$ cat config.mk
export PLATFORM = sky130hd
export DESIGN_NAME = euclidean_path_length_accumulator
export DESIGN_NICKNAME = d
export VERILOG_FILES = /design/src/hdl/eplacc_pkg.sv /design/src/hdl/eplacc_sqr.sv /design/src/hdl/eplacc_sqrt.sv /design/src/hdl/euclidean_path_length_accumulator.sv
export SDC_FILE = /design/constraint.sdc
export NUM_CORES = 1
export LEC_CHECK = 0
export ABC_CLOCK_PERIOD_IN_PS = 6300
export BUFFER_PORTS_ARGS = -buffer_cell sky130_fd_sc_hd__clkbuf_2
export CAP_MARGIN = 30
export CORE_MARGIN = 4
export CORE_UTILIZATION = 60
export DETAILED_ROUTE_END_ITERATION = 7
export PLACE_DENSITY_LB_ADDON = 0.2
export SLEW_MARGIN = 20
export SYNTH_ARGS = -nofsm -noshare
export SYNTH_HDL_FRONTEND = slang
export SYNTH_SLANG_ARGS = --single-unit
$ cat constraint.sdc
create_clock -name clk -period 6.3 [get_ports clk]
set_input_delay 1.26 -clock clk [delete_from_list [all_inputs] [get_ports clk]]
set_output_delay 1.26 -clock clk [all_outputs]
set_load 0.03 [all_outputs]
$ cat src/hdl/eplacc_pkg.sv
package eplacc_pkg;

	localparam int IN_W    = 16;
	localparam int STEP_W  = 25;
	localparam int TOTAL_W = 40;

	localparam logic [STEP_W-1:0] STEP_MAX = '1;

	typedef struct packed {
		logic busy;
		logic done;
	} unit_stat_t;

endpackage

$ cat src/hdl/eplacc_sqr.sv
module eplacc_sqr
	import eplacc_pkg::*;
#(
	parameter int COORD_BITS = 16
) (
	input  logic                    clk,
	input  logic                    arst_n,
	input  logic                    go,
	input  logic [COORD_BITS-1:0]   ax,
	input  logic [COORD_BITS-1:0]   ay,
	output logic [2*COORD_BITS:0]   sum,
	output unit_stat_t              stat
);

	localparam int SW = 2 * COORD_BITS + 1;
	localparam int CW = $clog2(COORD_BITS);
	localparam logic [CW-1:0] LAST = CW'(COORD_BITS - 1);

	logic [SW-1:0]         ma_q, mb_q, acc_q;
	logic [COORD_BITS-1:0] xa_q, xb_q;
	logic [CW-1:0]         cnt_q;
	logic                  busy_q, done_q;
	logic [SW-1:0]         pa, pb;

	assign pa = xa_q[0] ? ma_q : '0;
	assign pb = xb_q[0] ? mb_q : '0;

	always_ff @(posedge clk or negedge arst_n) begin
		if (!arst_n) begin
			busy_q <= 1'b0;
			done_q <= 1'b0;
			cnt_q  <= '0;
		end else if (go) begin
			busy_q <= 1'b1;
			done_q <= 1'b0;
			cnt_q  <= '0;
		end else if (busy_q) begin
			done_q <= (cnt_q == LAST);
			if (cnt_q == LAST)
				busy_q <= 1'b0;
			cnt_q <= cnt_q + 1'b1;
		end else begin
			done_q <= 1'b0;
		end
	end

	// one multiplier bit per cycle for both squares
	always_ff @(posedge clk) begin
		if (go) begin
			ma_q  <= SW'(ax);
			mb_q  <= SW'(ay);
			xa_q  <= ax;
			xb_q  <= ay;
			acc_q <= '0;
		end else if (busy_q) begin
			acc_q <= acc_q + pa + pb;
			ma_q  <= ma_q << 1;
			mb_q  <= mb_q << 1;
			xa_q  <= xa_q >> 1;
			xb_q  <= xb_q >> 1;
		end
	end

	assign sum       = acc_q;
	assign stat.busy = busy_q;
	assign stat.done = done_q;

endmodule

$ cat src/hdl/eplacc_sqrt.sv
module eplacc_sqrt
	import eplacc_pkg::*;
#(
	parameter int COORD_BITS = 16,
	parameter int FRAC_BITS  = 8
) (
	input  logic                              clk,
	input  logic                              arst_n,
	input  logic                              go,
	input  logic [2*COORD_BITS:0]             d2,
	output logic [COORD_BITS+FRAC_BITS:0]     root,
	output unit_stat_t                        stat
);

	localparam int P  = COORD_BITS + 1 + FRAC_BITS;
	localparam int RW = 2 * P;
	localparam int CW = $clog2(P);
	localparam logic [CW-1:0] LAST = CW'(P - 1);

	logic [RW-1:0]  rad_q;
	logic [P-1:0]   rem_q, root_q;
	logic [P+1:0]   rem_sh, trial, diff, rem_nx;
	logic           ge;
	logic [CW-1:0]  cnt_q;
	logic           busy_q, done_q;

	// one root bit per cycle from the top radicand pair
	assign rem_sh = {rem_q, rad_q[RW-1:RW-2]};
	assign trial  = {root_q, 2'b01};
	assign ge     = (rem_sh >= trial);
	assign diff   = rem_sh - trial;
	assign rem_nx = ge ? diff : rem_sh;

	always_ff @(posedge clk or negedge arst_n) begin
		if (!arst_n) begin
			busy_q <= 1'b0;
			done_q <= 1'b0;
			cnt_q  <= '0;
		end else if (go) begin
			busy_q <= 1'b1;
			done_q <= 1'b0;
			cnt_q  <= '0;
		end else if (busy_q) begin
			done_q <= (cnt_q == LAST);
			if (cnt_q == LAST)
				busy_q <= 1'b0;
			cnt_q <= cnt_q + 1'b1;
		end else begin
			done_q <= 1'b0;
		end
	end

	always_ff @(posedge clk) begin
		if (go) begin
			rad_q  <= RW'(d2) << (2 * FRAC_BITS);
			rem_q  <= '0;
			root_q <= '0;
		end else if (busy_q) begin
			rad_q  <= rad_q << 2;
			rem_q  <= rem_nx[P-1:0];
			root_q <= {root_q[P-2:0], ge};
		end
	end

	assign root      = root_q;
	assign stat.busy = busy_q;
	assign stat.done = done_q;

endmodule

$ cat src/hdl/euclidean_path_length_accumulator.sv
// euclidean path length accumulator
// input channel (in_valid/in_ready): one beat carries new_x, new_y and
// start_req. a start beat, or the first beat after reset, sets the position
// and clears the total; every other beat is a move from the stored position.
// output channel (out_valid/out_ready): one beat per input beat with
// step_length, total_length and total_saturated, 8 fraction bits.
// a move is squared one multiplier bit per cycle, then square-rooted one root
// bit per cycle, then added to the saturating total once the output register
// is free; a start beat goes from ST_IDLE straight to ST_ACC.
// a new beat is taken in the cycle after the result is registered, so only
// one beat is in flight at a time.
// the result sits in an output register; a stalled receiver holds it there
// while the next beat is computed, and the block waits only when it must
// load a second result over an unread one.
// reset clears the position, the total and the saturation flag; the next
// beat is then treated as a start.
module euclidean_path_length_accumulator
	import eplacc_pkg::*;
#(
	parameter int COORD_BITS = 16,
	parameter int FRAC_BITS  = 8,
	parameter int TOTAL_BITS = 40
) (
	input  logic                      clk,
	input  logic                      arst_n,
	input  logic                      in_valid,
	output logic                      in_ready,
	input  logic signed [IN_W-1:0]    new_x,
	input  logic signed [IN_W-1:0]    new_y,
	input  logic                      start_req,
	output logic                      out_valid,
	input  logic                      out_ready,
	output logic [STEP_W-1:0]         step_length,
	output logic [TOTAL_W-1:0]        total_length,
	output logic                      total_saturated
);

	localparam int C  = COORD_BITS;
	localparam int P  = C + 1 + FRAC_BITS;
	localparam int SW = 2 * C + 1;
	localparam int XW = (P > STEP_W) ? P : STEP_W;
	localparam int AW = ((TOTAL_BITS > P) ? TOTAL_BITS : P) + 1;

	typedef enum logic [3:0] {
		ST_IDLE = 4'b0001,
		ST_SQR  = 4'b0010,
		ST_ROOT = 4'b0100,
		ST_ACC  = 4'b1000
	} state_t;

	state_t                state_q;
	logic [C-1:0]          cx_q, cy_q;
	logic [TOTAL_BITS-1:0] total_q;
	logic                  known_q, sat_q, start_q;
	logic                  out_valid_q;
	logic [STEP_W-1:0]     step_q;
	logic [TOTAL_W-1:0]    total_out_q;
	logic                  sat_out_q;

	logic [63:0]           x_ext, y_ext;
	logic [C-1:0]          xc, yc, ax, ay;
	logic signed [C:0]     dx, dy;
	logic [C:0]            ndx, ndy;
	logic                  accept, is_start, out_free;
	logic                  sqr_go, sqrt_go;
	logic [SW-1:0]         d2;
	logic [P-1:0]          root;
	unit_stat_t            sqr_stat, sqrt_stat;

	logic [AW-1:0]         sum_w;
	logic                  sat_hit;
	logic [TOTAL_BITS-1:0] total_nx;
	logic                  sat_nx;
	logic [XW-1:0]         step_x;
	logic [STEP_W-1:0]     step_nx;
	logic [63:0]           total_w;

	assign x_ext = 64'($unsigned(new_x));
	assign y_ext = 64'($unsigned(new_y));
	assign xc    = x_ext[C-1:0];
	assign yc    = y_ext[C-1:0];

	assign dx  = $signed({xc[C-1], xc}) - $signed({cx_q[C-1], cx_q});
	assign dy  = $signed({yc[C-1], yc}) - $signed({cy_q[C-1], cy_q});
	assign ndx = -dx;
	assign ndy = -dy;
	assign ax  = dx[C] ? ndx[C-1:0] : dx[C-1:0];
	assign ay  = dy[C] ? ndy[C-1:0] : dy[C-1:0];

	assign in_ready = (state_q == ST_IDLE) && !sqr_stat.busy && !sqrt_stat.busy;
	assign accept   = in_valid && in_ready;
	assign is_start = start_req || !known_q;
	assign out_free = !out_valid_q || out_ready;
	assign sqr_go   = accept && !is_start;
	assign sqrt_go  = (state_q == ST_SQR) && sqr_stat.done;

	eplacc_sqr #(
		.COORD_BITS(C)
	) u_sqr (
		.clk    (clk),
		.arst_n (arst_n),
		.go     (sqr_go),
		.ax     (ax),
		.ay     (ay),
		.sum    (d2),
		.stat   (sqr_stat)
	);

	eplacc_sqrt #(
		.COORD_BITS(C),
		.FRAC_BITS (FRAC_BITS)
	) u_sqrt (
		.clk    (clk),
		.arst_n (arst_n),
		.go     (sqrt_go),
		.d2     (d2),
		.root   (root),
		.stat   (sqrt_stat)
	);

	// saturating accumulate
	assign sum_w    = AW'(total_q) + AW'(root);
	assign sat_hit  = |sum_w[AW-1:TOTAL_BITS];
	assign total_nx = start_q ? '0 : (sat_hit ? '1 : sum_w[TOTAL_BITS-1:0]);
	assign sat_nx   = start_q ? 1'b0 : (sat_q || sat_hit);
	assign step_x   = start_q ? '0 : XW'(root);
	assign step_nx  = (step_x > XW'(STEP_MAX)) ? STEP_MAX : step_x[STEP_W-1:0];
	assign total_w  = 64'(total_nx);

	always_ff @(posedge clk or negedge arst_n) begin
		if (!arst_n) begin
			state_q     <= ST_IDLE;
			cx_q        <= '0;
			cy_q        <= '0;
			total_q     <= '0;
			known_q     <= 1'b0;
			sat_q       <= 1'b0;
			start_q     <= 1'b0;
			out_valid_q <= 1'b0;
		end else begin
			if (state_q == ST_ACC && out_free)
				out_valid_q <= 1'b1;
			else if (out_valid_q && out_ready)
				out_valid_q <= 1'b0;
			case (state_q)
				ST_IDLE: begin
					if (accept) begin
						known_q <= 1'b1;
						cx_q    <= xc;
						cy_q    <= yc;
						start_q <= is_start;
						state_q <= is_start ? ST_ACC : ST_SQR;
					end
				end
				ST_SQR: begin
					if (sqr_stat.done)
						state_q <= ST_ROOT;
				end
				ST_ROOT: begin
					if (sqrt_stat.done)
						state_q <= ST_ACC;
				end
				ST_ACC: begin
					if (out_free) begin
						total_q     <= total_nx;
						sat_q       <= sat_nx;
						state_q     <= ST_IDLE;
					end
				end
				default: begin
					state_q <= ST_IDLE;
				end
			endcase
		end
	end

	always_ff @(posedge clk) begin
		if (state_q == ST_ACC && out_free) begin
			step_q      <= step_nx;
			total_out_q <= total_w[TOTAL_W-1:0];
			sat_out_q   <= sat_nx;
		end
	end

	assign out_valid       = out_valid_q;
	assign step_length     = step_q;
	assign total_length    = total_out_q;
	assign total_saturated = sat_out_q;

endmodule

==> metrics.log <==
[metrics] weighted congestion at the end of routability-driven global placement: 0.9166
[metrics] average cell area after synthesis: 9.381 um2
[metrics] clock group share of total power: 0.159
[metrics] top post-synthesis cells by area: sky130_fd_sc_hd__edfxtp_1, sky130_fd_sc_hd__dfxtp_1, sky130_fd_sc_hd__dfrtp_1, sky130_fd_sc_hd__ha_1, sky130_fd_sc_hd__nand2_1
[metrics] Seq cells post-synth: 374
[metrics] total wire length after detailed routing: 48590 um
[metrics] switching power: 6.535 mW
[metrics] vias post-DR: 16870
[metrics] core area: 35830 um2
[metrics] Post-route DRC: 0
[metrics] y dimension of the die: 199.2 um
[metrics] post-route setup TNS: 0 ns
[metrics] crit end category: flop
[metrics] number of global-route vias before repair: 16570
[metrics] clock-pin slew on the worst setup and hold paths: 0.06 ns
[metrics] highest-count cells in the layout ignoring fill and taps: sky130_fd_sc_hd__nand2_1, sky130_fd_sc_hd__nor2_1, sky130_fd_sc_hd__inv_1
[metrics] EDFF count, synth: 163
[metrics] share of the synthesized area in the top cell type: 0.2232
[metrics] layout overhead on the synthesized area: 10.12%
[metrics] result of the run: complete, no violations
[metrics] detailed router's first-iteration violation count: 1046
[metrics] Clock Sinks: 374
[metrics] startpoint of the worst register-to-register path: u_sqr.xa_q[0]$_DFFE_PP_
[metrics] number of antenna violations at the first check in global routing: 1
[metrics] arrival time worst endpoint: 5.00 ns
[metrics] stage delay of the slowest cell on the critical path: 0.72 ns
[metrics] setup repair after global routing missed its margin: no
[metrics] critical path, cell by cell: buf_4 -> nand2_1 -> fa_1 -> inv_1 -> ha_1 -> nor2b_1 -> o21ai_0 -> a21boi_0 -> o2111ai_1 -> a21oi_1 -> o32ai_1 -> o21ai_0 -> a41oi_1 -> xor2_1 -> o22ai_1
[metrics] post-detailed-placement half-perimeter wirelength: 34560 um
[metrics] fmax: 0.2189 GHz
[metrics] Critical Path Sink: u_sqr.sum[31]$_SDFFE_PP0P_
[metrics] Final Critical Period: 4.569 ns
[metrics] Post-synth ARST share: 0.2487
[metrics] worst setup slack before clock tree synthesis: 1.469 ns
[metrics] vias per cell: 5.823
[metrics] power density over cell area: 622.5 nW/um2
[metrics] buffers from clock root to sink, at most: 3
[metrics] Remaining Overflow, GRT: 0
[metrics] Main synth FF type: sky130_fd_sc_hd__edfxtp_1
[metrics] net switching fraction of the power: 0.4346
[metrics] final worst-path setup slack: 1.731 ns
[metrics] Final Max Tran Viols: 0
[metrics] TritonCTS clock tree: yes
[metrics] remaining antenna violation count: 0
[metrics] most used cell, CP: sky130_fd_sc_hd__o21ai_0
[metrics] proportion of layout cells with a drive suffix above 1: 0.09897
[metrics] first-pass GRT wire length: 80760 um
[metrics] share of the core filled with cells in the final layout: 0.6741
[metrics] PortBufs: 104
[metrics] sum of buffers and inverters on the critical path: 2
[metrics] cts repair resizes: 0
[metrics] required time at the worst-slack endpoint: 6.73 ns
[metrics] final standard cell count with taps included and fillers excluded: 2897
[metrics] count of H-tree levels built during CTS: 2
[metrics] slack of the worst reg-to-reg path: 1.73 ns
[metrics] footprint of the multi-input gates: 11300 um2
[metrics] capture point of the worst reg-to-reg path: u_sqr.sum[31]$_SDFFE_PP0P_
[metrics] reg2reg path depth: 15
[metrics] number of stages on the worst setup path: 15
[metrics] number of hold buffers added after CTS: 0
[metrics] biggest fanout along the worst timing path: 20
[metrics] die width: 199.2 um
[metrics] clock tree skew after final layout: 0.01821 ns
[metrics] Seq/Total Area, Yosys: 0.4370
[metrics] fin nets: 2595
[metrics] fillcell total: 2830
[metrics] element type at the critical path start: flop
[metrics] number of maximum-capacitance constraint violations: 0
[metrics] Pleak: 10.89 nW
[metrics] clock tree root buffer cell: sky130_fd_sc_hd__clkbuf_16
[metrics] relative slew slack: 0.3717
[metrics] most common cell after layout, fill and taps aside: sky130_fd_sc_hd__nand2_1
[metrics] cell with the biggest individual delay on the critical path: sky130_fd_sc_hd__edfxtp_1
[metrics] cts bufs inserted: 41
[metrics] post-route clock period utilization: 0.7252
[metrics] synthesized netlist net count: 2531
[metrics] number of cells produced by synthesis: 2338
[metrics] largest net degree at the start of global routing: 78
[metrics] peak ir drop on the vdd network: 0.4478 mV
[metrics] Flop pwr share: 0.266
[metrics] area of the die: 39680 um2
[metrics] total internal power: 8.501 mW
[metrics] Placed Cells incl. Taps: 2820
[metrics] Mapped Area: 21930 um2
[metrics] power consumption: 15.04 mW
[metrics] count of pins on the block boundary: 105
[metrics] critical path start-end classification: flop to flop
[metrics] number of rows created at floorplan: 69
[metrics] category of cells accounting for the largest share of critical-path delay: compound AO/OA/AOI/OAI gates
[metrics] Final Hold Vio Count: 0
[metrics] Storage cell area: 9592 um2
[metrics] effective utilization at floorplan: 0.6122
[metrics] share of total power in combinational logic: 0.574
[metrics] Yosys cell types: 78
[metrics] pin slew with the least headroom to its limit: 0.9390 ns
[metrics] most area-hungry cell type in the Yosys netlist: sky130_fd_sc_hd__edfxtp_1
[metrics] first-pass detailed-route iteration total: 5
[metrics] Skew-Pair Late Insertion Delay: 0.57 ns
[metrics] Total Routing Usage GR: 0.2470
[metrics] kind of path behind the tightest hold check: flop to flop
[metrics] final count of negative-setup-slack endpoints: 0
[metrics] CP Launch Point: u_sqr.xa_q[0]$_DFFE_PP_
[metrics] detailed-route wire length per cell: 16.77 um
[metrics] post-CTS setup repair buffer count: 0
[metrics] YS warnings: 0
## per-layer routing
| metal | up-vias | global-route usage | routed length, um |
|---|---|---|---|
| met3 | 97 | 0.03322 | 2526 |
| met1 | 8068 | 0.3225 | 21280 |
| met4 | 0 | 0.09752 | 1684 |
| met2 | 396 | 0.4196 | 23090 |
| met5 | - | 0 | 0 |
| li1 | 8309 | - | - |
## worst register-to-register path: cells and delay by family, from the launching register on
kind	cells	cell delay, ns
fa+ha+maj	2	0.83
flops	1	0.72
simple gates	2	0.29
xor+xnor	1	0.17
compound gates	8	2.02
buf+inv	2	0.41
## metrics by stage
step	cell area, um2	hold slack (ns)
floorplan	21930	0.4239
global placement	22790	0.4437
detailed placement	22820	0.4445
CTS	24150	0.4622
global route	24150	0.4912
finish	24150	0.4619
## flip-flops by register name, indices dropped and copies added (netlist names), 4 cells and up
signal / count
u_sqr.cnt_q: 4
u_sqrt.cnt_q: 5
u_sqr.ma_q: 33
u_sqrt.rad_q: 34
step_length: 25
u_sqrt.rem_q: 25
u_sqr.mb_q: 33
cy_q: 16
state_q: 4
total_length: 40
cx_q: 16
total_q: 40
u_sqr.xb_q: 16
u_sqr.xa_q: 16
u_sqrt.root: 25
u_sqr.sum: 33
## cells in the mapped netlist (all sizes together), types with 52 or more instances
master,number
dfxtp,118
nor2,254
o21ai,133
clkbuf,81
edfxtp,163
xnor2,76
a21o,67
a21oi,158
xor2,52
mux2i,86
nand2,277
ha,120
dfrtp,92
inv,182
## how the worst min path moves through the flow
stage | endpoint | slack, ns | start | cells after the start
finish | known_q$_DFFE_PN0P_ | 0.46 | known_q$_DFFE_PN0P_ | 1
global route | known_q$_DFFE_PN0P_ | 0.49 | known_q$_DFFE_PN0P_ | 1
CTS | known_q$_DFFE_PN0P_ | 0.46 | known_q$_DFFE_PN0P_ | 1
detailed placement | known_q$_DFFE_PN0P_ | 0.44 | known_q$_DFFE_PN0P_ | 1
global placement | known_q$_DFFE_PN0P_ | 0.44 | known_q$_DFFE_PN0P_ | 1
floorplan | u_sqrt.rem_q[23]$_SDFFE_PP0P_ | 0.42 | u_sqrt.rem_q[23]$_SDFFE_PP0P_ | 2
## kinds of logic after synthesis
| logic type | share of synthesized area |
|---|---|
| xor+xnor | 0.05111 |
| buf+inv | 0.04826 |
| fa+ha+maj | 0.1013 |
| mux | 0.05516 |
| simple gates | 0.1416 |
| compound gates | 0.1655 |
| flops | 0.4370 |
## area by class of cell
cell class,count,area share
Antenna cell,1,0.0001036
Multi-Input combinational cell,1683,0.4679
Timing Repair Buffer,120,0.02746
Inverter,182,0.02834
Clock buffer,57,0.04797
Sequential cell,374,0.3971
Tap cell,461,0.02388
Clock inverter,19,0.007252
## power groups by stage
stage	Clock [mW]	Sequential, mW	Combinational [mW]
global route	2.54	4.10	9.72
global placement	0	4.04	8.25
finish	2.39	4.01	8.64
detailed placement	0	4.04	8.52
floorplan	0	3.89	6.90
CTS	2.44	4.01	8.61
Note: power is estimated with default switching activity, not from simulation.
